`src/hw/rtl/tbrc_pkg.sv`:
```
package tbrc_pkg;

    localparam int unsigned LABEL_LEN = 9;

    typedef logic [7:0]  byte_t;
    typedef logic [3:0]  label_pos_t;
    typedef logic [11:0] length_t;
    typedef logic [4:0]  max_fields_t;
    typedef logic [5:0]  field_count_t;
    typedef logic [31:0] counter_t;

    typedef enum logic [1:0] {
        STATUS_GOOD     = 2'd0,
        STATUS_MISMATCH = 2'd1,
        STATUS_OVERFLOW = 2'd2
    } status_t;

    // register indexes on the write port
    localparam logic CFG_MAX_BLOCK_LENGTH = 1'b0;
    localparam logic CFG_MAX_FIELDS       = 1'b1;

    localparam length_t     MAX_BLOCK_LENGTH_RESET = 12'd512;
    localparam max_fields_t MAX_FIELDS_RESET       = 5'd22;

    localparam byte_t        CHAR_LF          = 8'h0A;
    localparam byte_t        CHAR_CR          = 8'h0D;
    localparam byte_t        CRLF_SUM         = 8'h17;
    localparam field_count_t FIELD_COUNT_MAX  = 6'd63;
    localparam label_pos_t   LABEL_LAST       = 4'd8;

    typedef struct packed {
        status_t      status;
        field_count_t fields;
        counter_t     blocks;
        counter_t     errors;
    } result_t;

    // "Checksum" followed by a tab
    function automatic byte_t label_char(input label_pos_t pos);
        byte_t c;
        case (pos)
            4'd0:    c = 8'h43;
            4'd1:    c = 8'h68;
            4'd2:    c = 8'h65;
            4'd3:    c = 8'h63;
            4'd4:    c = 8'h6B;
            4'd5:    c = 8'h73;
            4'd6:    c = 8'h75;
            4'd7:    c = 8'h6D;
            4'd8:    c = 8'h09;
            default: c = 8'h00;
        endcase
        return c;
    endfunction

endpackage

```
`src/hw/rtl/tbrc_core.sv`:
```
module tbrc_core (
    input  logic                   clk,
    input  logic                   rst_n,
    input  logic                   step,
    input  tbrc_pkg::byte_t        rx_byte,
    input  tbrc_pkg::length_t      max_block_length,
    input  tbrc_pkg::max_fields_t  max_fields,
    output logic                   res_valid,
    output tbrc_pkg::result_t      res
);
    import tbrc_pkg::*;

    label_pos_t   label_pos_reg, label_pos_next;
    logic         awaiting_reg, awaiting_next;
    length_t      byte_count_reg, byte_count_next;
    field_count_t field_count_reg, field_count_next;
    logic         sum_started_reg, sum_started_next;
    logic         prev_cr_reg, prev_cr_next;
    byte_t        sum_reg, sum_next;
    counter_t     good_reg, good_next;
    counter_t     error_reg, error_next;

    logic         was_first;
    logic         too_long;
    field_count_t fc_inc;
    logic         match_here;

    always_comb
    begin
        label_pos_next   = label_pos_reg;
        awaiting_next    = awaiting_reg;
        byte_count_next  = byte_count_reg;
        field_count_next = field_count_reg;
        sum_started_next = sum_started_reg;
        prev_cr_next     = prev_cr_reg;
        sum_next         = sum_reg;
        good_next        = good_reg;
        error_next       = error_reg;
        res_valid        = 1'b0;
        res.status       = STATUS_GOOD;
        res.fields       = field_count_reg;

        was_first = (byte_count_reg == '0);
        too_long  = (byte_count_reg >= max_block_length);
        fc_inc    = field_count_reg;
        if (rx_byte == CHAR_LF && field_count_reg < FIELD_COUNT_MAX)
        begin
            fc_inc = field_count_reg + 6'd1;
        end
        match_here = (rx_byte == label_char(label_pos_reg)) &&
                     (label_pos_reg != '0 || !was_first);

        if (too_long || fc_inc > {1'b0, max_fields})
        begin
            // drop the block
            res_valid        = 1'b1;
            res.status       = STATUS_OVERFLOW;
            res.fields       = fc_inc;
            error_next       = error_reg + 32'd1;
            label_pos_next   = '0;
            awaiting_next    = 1'b0;
            byte_count_next  = '0;
            field_count_next = '0;
            sum_started_next = 1'b0;
            prev_cr_next     = 1'b0;
            sum_next         = '0;
        end
        else
        begin
            field_count_next = fc_inc;
            byte_count_next  = byte_count_reg + 12'd1;
            if (sum_started_reg)
            begin
                sum_next = sum_reg + rx_byte;
            end
            else if (rx_byte == CHAR_LF && prev_cr_reg)
            begin
                sum_started_next = 1'b1;
                sum_next         = CRLF_SUM;
            end
            prev_cr_next = (rx_byte == CHAR_CR);

            if (awaiting_reg)
            begin
                res_valid  = 1'b1;
                res.fields = fc_inc;
                good_next  = good_reg + 32'd1;
                if (sum_started_next && sum_next == '0)
                begin
                    res.status = STATUS_GOOD;
                end
                else
                begin
                    res.status = STATUS_MISMATCH;
                    error_next = error_reg + 32'd1;
                end
                label_pos_next   = '0;
                awaiting_next    = 1'b0;
                byte_count_next  = '0;
                field_count_next = '0;
                sum_started_next = 1'b0;
                prev_cr_next     = 1'b0;
                sum_next         = '0;
            end
            else if (match_here)
            begin
                if (label_pos_reg == LABEL_LAST)
                begin
                    awaiting_next  = 1'b1;
                    label_pos_next = '0;
                end
                else
                begin
                    label_pos_next = label_pos_reg + 4'd1;
                end
            end
            else if (rx_byte == label_char('0) && !was_first)
            begin
                label_pos_next = 4'd1;
            end
            else
            begin
                label_pos_next = '0;
            end
        end
        res.blocks = good_next;
        res.errors = error_next;
    end

    always_ff @(posedge clk or negedge rst_n)
    begin
        if (!rst_n)
        begin
            label_pos_reg   <= '0;
            awaiting_reg    <= 1'b0;
            byte_count_reg  <= '0;
            field_count_reg <= '0;
            sum_started_reg <= 1'b0;
            prev_cr_reg     <= 1'b0;
            sum_reg         <= '0;
            good_reg        <= '0;
            error_reg       <= '0;
        end
        else if (step)
        begin
            label_pos_reg   <= label_pos_next;
            awaiting_reg    <= awaiting_next;
            byte_count_reg  <= byte_count_next;
            field_count_reg <= field_count_next;
            sum_started_reg <= sum_started_next;
            prev_cr_reg     <= prev_cr_next;
            sum_reg         <= sum_next;
            good_reg        <= good_next;
            error_reg       <= error_next;
        end
    end

endmodule

```
`src/hw/rtl/text_block_receiver_checksum.sv`:
```
// Channel   Direction  Handshake            Payload
// input     in         in_valid / in_ready  rx_byte (one received byte per request)
// output    out        out_valid/out_ready  block_status, block_fields,
//                                           blocks_received, errors_seen
// config    in         cfg_we (no wait)     cfg_index, cfg_data
//
// One byte per cycle sustained while the result side is not stalled. A request
// is captured in the input register, then the framing logic updates the block
// state and, at a block end, loads the result register. Reset (asynchronous,
// active low) clears all block state and both counters and loads the register
// defaults. A stalled result holds the pipeline: the input register advances
// only while the result register is free or being taken.
module text_block_receiver_checksum (
    input  logic        clk,
    input  logic        rst_n,
    input  logic        in_valid,
    output logic        in_ready,
    input  logic [7:0]  rx_byte,
    output logic        out_valid,
    input  logic        out_ready,
    output logic [1:0]  block_status,
    output logic [5:0]  block_fields,
    output logic [31:0] blocks_received,
    output logic [31:0] errors_seen,
    input  logic        cfg_we,
    input  logic        cfg_index,
    input  logic [11:0] cfg_data
);
    import tbrc_pkg::*;

    length_t     max_len_reg;
    max_fields_t max_fields_reg;

    logic        in_valid_reg;
    byte_t       in_byte_reg;
    logic        step;

    logic        res_valid;
    result_t     res;
    logic        out_valid_reg;
    result_t     out_reg;

    // configuration writes land directly
    always_ff @(posedge clk or negedge rst_n)
    begin
        if (!rst_n)
        begin
            max_len_reg    <= MAX_BLOCK_LENGTH_RESET;
            max_fields_reg <= MAX_FIELDS_RESET;
        end
        else if (cfg_we)
        begin
            case (cfg_index)
                CFG_MAX_BLOCK_LENGTH: max_len_reg    <= cfg_data;
                CFG_MAX_FIELDS:       max_fields_reg <= cfg_data[4:0];
                default:              ;
            endcase
        end
    end

    // advance the held byte when the result side can take a block end
    assign step     = in_valid_reg && (!out_valid_reg || out_ready);
    assign in_ready = !in_valid_reg || step;

    always_ff @(posedge clk or negedge rst_n)
    begin
        if (!rst_n)
        begin
            in_valid_reg <= 1'b0;
        end
        else if (in_ready)
        begin
            in_valid_reg <= in_valid;
        end
    end

    always_ff @(posedge clk)
    begin
        if (in_ready && in_valid)
        begin
            in_byte_reg <= rx_byte;
        end
    end

    tbrc_core u_core (
        .clk              (clk),
        .rst_n            (rst_n),
        .step             (step),
        .rx_byte          (in_byte_reg),
        .max_block_length (max_len_reg),
        .max_fields       (max_fields_reg),
        .res_valid        (res_valid),
        .res              (res)
    );

    // result register: load on a block end, drop once taken
    always_ff @(posedge clk or negedge rst_n)
    begin
        if (!rst_n)
        begin
            out_valid_reg <= 1'b0;
        end
        else if (step && res_valid)
        begin
            out_valid_reg <= 1'b1;
        end
        else if (out_ready)
        begin
            out_valid_reg <= 1'b0;
        end
    end

    always_ff @(posedge clk)
    begin
        if (step && res_valid)
        begin
            out_reg <= res;
        end
    end

    assign out_valid       = out_valid_reg;
    assign block_status    = out_reg.status;
    assign block_fields    = out_reg.fields;
    assign blocks_received = out_reg.blocks;
    assign errors_seen     = out_reg.errors;

endmodule
```
`config.mk`:
```
export PLATFORM = sky130hd
export DESIGN_NAME = text_block_receiver_checksum
export DESIGN_NICKNAME = d
export VERILOG_FILES = /design/src/hw/rtl/tbrc_pkg.sv /design/src/hw/rtl/tbrc_core.sv /design/src/hw/rtl/text_block_receiver_checksum.sv
export SDC_FILE = /design/constraint.sdc
export NUM_CORES = 1
export LEC_CHECK = 0
export ABC_AREA = 1
export BUFFER_PORTS_ARGS = -buffer_cell sky130_fd_sc_hd__buf_2
export CORE_ASPECT_RATIO = 0.8
export CORE_MARGIN = 1
export CORE_UTILIZATION = 35
export DETAILED_ROUTE_END_ITERATION = 16
export RECOVER_POWER = 50
export SLEW_MARGIN = 10
export SYNTH_ARGS = -nofsm -noshare
export SYNTH_HDL_FRONTEND = slang
export SYNTH_SLANG_ARGS = --single-unit
```
`constraint.sdc`:
```
create_clock -name clk -period 5.5 [get_ports clk]
set_clock_uncertainty 0.05 [all_clocks]
set_input_delay 1.1 -clock clk [delete_from_list [all_inputs] [get_ports clk]]
set_output_delay 1.1 -clock clk [all_outputs]
set_load 0.02 [all_outputs]
```
==> implementation parameters <==
Parameter                              Value

Cells and area
  Proportion of layout cells with a drive suffix above 1 ... 0.05310
  Final instance count without filler cells ... 1,882
  Number of diodes added for antenna fixing ... 0
  Non-Filler Cell Area, Final ... 12,200 um^2
  Most common library cell in the layout ignoring fill and taps ... nand2_1
  Most frequent cells in the layout ... 465 x nand2_1, 182 x inv_1, 112 x dfrtp_1
  Number of filler cells placed in the layout ... 3,165
  Final #Nets ... 1,517
  Area added between synthesis and finish ... 12.98%

Clocking
  Num Clock Sinks ... 196
  CTS clk-pin slew, worst paths ... 0.08 ns
  Post-CTS Hold Fix Bufs ... 0
  # H-tree levels ... 4
  Clock latency on the worst-skew pair ... 0.45 ns
  CTS tree ... yes
  TritonCTS buffer count ... 17
  Number of resized instances in the post-cts repair step ... 0
  Maximum clock insertion buffer count ... 2
  Post-CTS setup buffer count ... 0
  Root Buffer Master ... clkbuf_16

Synthesis
  Most common flop cell mapped by yosys ... dfrtp_1
  Post-Syn Area ... 10,800 um^2
  Post-Syn Area per Cell ... 7.870 um^2
  Number of synthesized flops with an enable pin ... 80
  Post-synthesis register bit count ... 196
  Mapped Nets ... 1,433
  Cell types with the largest area share after synthesis ... dfrtp_1 26%, edfxtp_1 22%, nand2_1 16%
  Proportion of register bits with asynchronous set or reset after synthesis ... 0.5918
  Leading area contributor after synthesis ... dfrtp_1
  Number of distinct library cells after synthesis ... 41
  Fraction of post-synthesis cell area in the top cell type by area ... 0.2596
  Warnings from Yosys ... 0
  Sequential cell area fraction in the yosys report ... 0.4918
  Gate count of the mapped netlist ... 1,372

Worst setup path
  Cell chain of the critical path ... buf_2 > inv_1 > nand2_1 > nand2_1 > clkinv_2 > clkbuf_1 > o21ai_0
  Library cell appearing most often on the critical path ... nand2_1
  Arrival time of the worst setup path ... 4.66 ns
  Startpoint class of the critical path ... input port
  Start-to-end type of the worst setup path ... in2reg
  CP max-delay cell ... clkbuf_1
  Kind of cell with the highest combined delay on the critical path ... buffers and inverters
  Worst EP required ... 5.61 ns
  Buf/Inv on CP ... 4
  Worst Path Max Fanout ... 81
  Slowest Stage Delay on Critical Path ... 2.27 ns
  Critical Path End Type ... register

Pwr
  Clock power frac ... 0.252
  Sequential fraction of design power ... 0.414
  Power per cell area ... 428.3 nW/um^2
  Combinational share of power ... 0.334
  Pleak ... 5.477 nW
  Peak supply drop ... 221.7 uV
  Internal power consumption ... 0.003083 W
  Net switching share of the total power ... 0.4101
  Post-layout total power ... 0.005226 W
  Power spent charging and discharging nets ... 0.002143 W

Timing
  Worst-case headroom to the max-slew limit ... -1.111
  Final Hold Violating Endpoints ... 0
  Timing-limited maximum frequency ... 220.0 MHz
  Clock period minus final worst setup slack ... 4.546 ns
  RSZ-0062 raised after global routing ... no
  Count of final max-slew check failures ... 128
  Part of the cycle the worst path needs ... 0.8266
  Post-Route Setup TNS ... 0 ns
  Number of setup violations in the final report ... 0
  Pin slew with the least headroom to its limit ... 3.167 ns

Place
  Last weighted congestion value of the routability-driven placer ... 0.8760
  Placed wire-length estimate after detailed placement ... 18,360 um
  Post-place instance area ... 11,710 um^2
  # placed instances ... 1,850
  Count of port buffers added during placement ... 99

Global route
  GRT Util Overall ... 0.1726
  Vias in the first global route ... 8,380
  Initial antenna violation count ... 0
  Wire length of the first global-routing pass ... 43,350 um
  Largest net degree at the start of global routing ... 82
  Global route total overflow ... 0

Route
  Detailed-route DRC error count ... 0
  TritonRoute pass-1 iters ... 5
  Number of DRC markers in iteration 0 ... 611
  Routed via count divided by cell count ... 4.740
  Aggregate routed wire length ... 25,900 um
  Avg WL per Cell ... 13.76 um
  Total number of vias ... 8,920
  Final antenna-violating net count ... 0

Die
  Rows ... 57
  Die Span Y ... 159.1 um
  Chip Width ... 198.4 um
  Top-level I/O count ... 100
  Initial cell density of the core ... 0.3554
  Placeable core region ... 30,380 um^2
  Floorplan die area ... 31,560 um^2

Flow run
  Max-cap violation count ... 2

Run status
  Status ... complete, but fails checks
  Violated checks ... capacitance limit, slew limit

Min path
  HP Class ... reg2reg
-- worst register-to-register path, cell delays in order (launching register included) --
cell	delay (ns)
edfxtp_1	0.46
or2_1	0.27
nor2_2	0.12
and2_0	0.20
nand2_1	0.14
inv_1	0.15
o21ai_0	0.18
ha_1	0.36
a21oi_1	0.07
nor2_1	0.09
nor2_1	0.04
o21ai_0	0.12
o21ai_0	0.12
nand3_1	0.14
a21oi_1	0.09
nand2_1	0.10
clkbuf_1	0.66
inv_1	0.48
nand3_1	0.16
o21ai_0	0.17
-- path summary, 6_finish.rpt --
check                                                       from                               endpoint  slack (ns)  cells past startpoint
worst max-delay path                                   out_ready  u_core.field_count_reg[0]$_DFFE_PN0P_        0.95                      7
worst min-delay path            u_core.error_reg[26]$_DFFE_PN0P_       u_core.error_reg[26]$_DFFE_PN0P_        0.44                      2
worst max register to register          in_byte_reg[7]$_DFFE_PP_  u_core.field_count_reg[0]$_DFFE_PN0P_        1.05                     19
worst min register to register  u_core.error_reg[26]$_DFFE_PN0P_       u_core.error_reg[26]$_DFFE_PN0P_        0.44                      2
max in group asynchronous                                  rst_n        u_core.error_reg[6]$_DFFE_PN0P_        1.73                      2
min in group asynchronous                                  rst_n             max_len_reg[7]$_DFFE_PN0P_        1.43                      1
-- layer usage --
metal	routed length, um	global-route usage	vias up
met5	0	0	-
met4	318	0.04334	0
met3	1037	0.03368	24
met2	11560	0.2681	176
met1	12980	0.2458	4154
li1	-	-	4566
-- cell type report --
type,instances,area (um^2),area share
clock buffers,17,425.4,0.03487
repair buffers,109,465.4,0.03815
well taps,413,516.7,0.04236
inverters,186,700.7,0.05744
multi-input cells,946,4593,0.3765
flip-flops and latches,196,5310,0.4353
clock inverters,15,187.7,0.01538
-- cell families (layout without fill, tap and decap cells) --
family | Yosys count | after routing | synth area share
compound gates | 156 | 156 | 0.07660
simple gates | 715 | 715 | 0.2764
flops | 196 | 196 | 0.4918
buf+inv | 230 | 327 | 0.08158
xor+xnor | 40 | 40 | 0.03244
fa+ha+maj | 35 | 35 | 0.04125
-- metrics by stage --
stage	hold slack [ns]	util	setup WS (ns)
floorplan	0.3991	-	1.681
global placement	0.4150	0.3854	1.468
detailed placement	0.4235	0.3854	1.310
CTS	0.4435	0.4056	1.292
global route	0.4789	0.4015	0.4942
finish	0.4369	0.4015	0.9537
-- power by group through the flow --
stage          registers, W  clock network, W  logic, W
6_report            0.00216           0.00132   0.00175
5_1_grt             0.00220           0.00141   0.00200
4_1_cts             0.00216           0.00136   0.00182
3_5_place_dp        0.00219                 0   0.00182
3_3_place_gp        0.00218                 0   0.00177
2_1_floorplan       0.00229                 0   0.00116
-- cell usage after synthesis, drive strengths merged (8+ instances only) --
master  number
nand4       25
edfxtp      80
nand2      466
clkbuf      24
a21oi       23
inv        185
o21ai      119
buf         20
nand3       89
dfrtp      112
or2          8
ha          34
xor2        36
nor2        72
nor3        38
No activity file was read; power rests on OpenSTA's default activity.
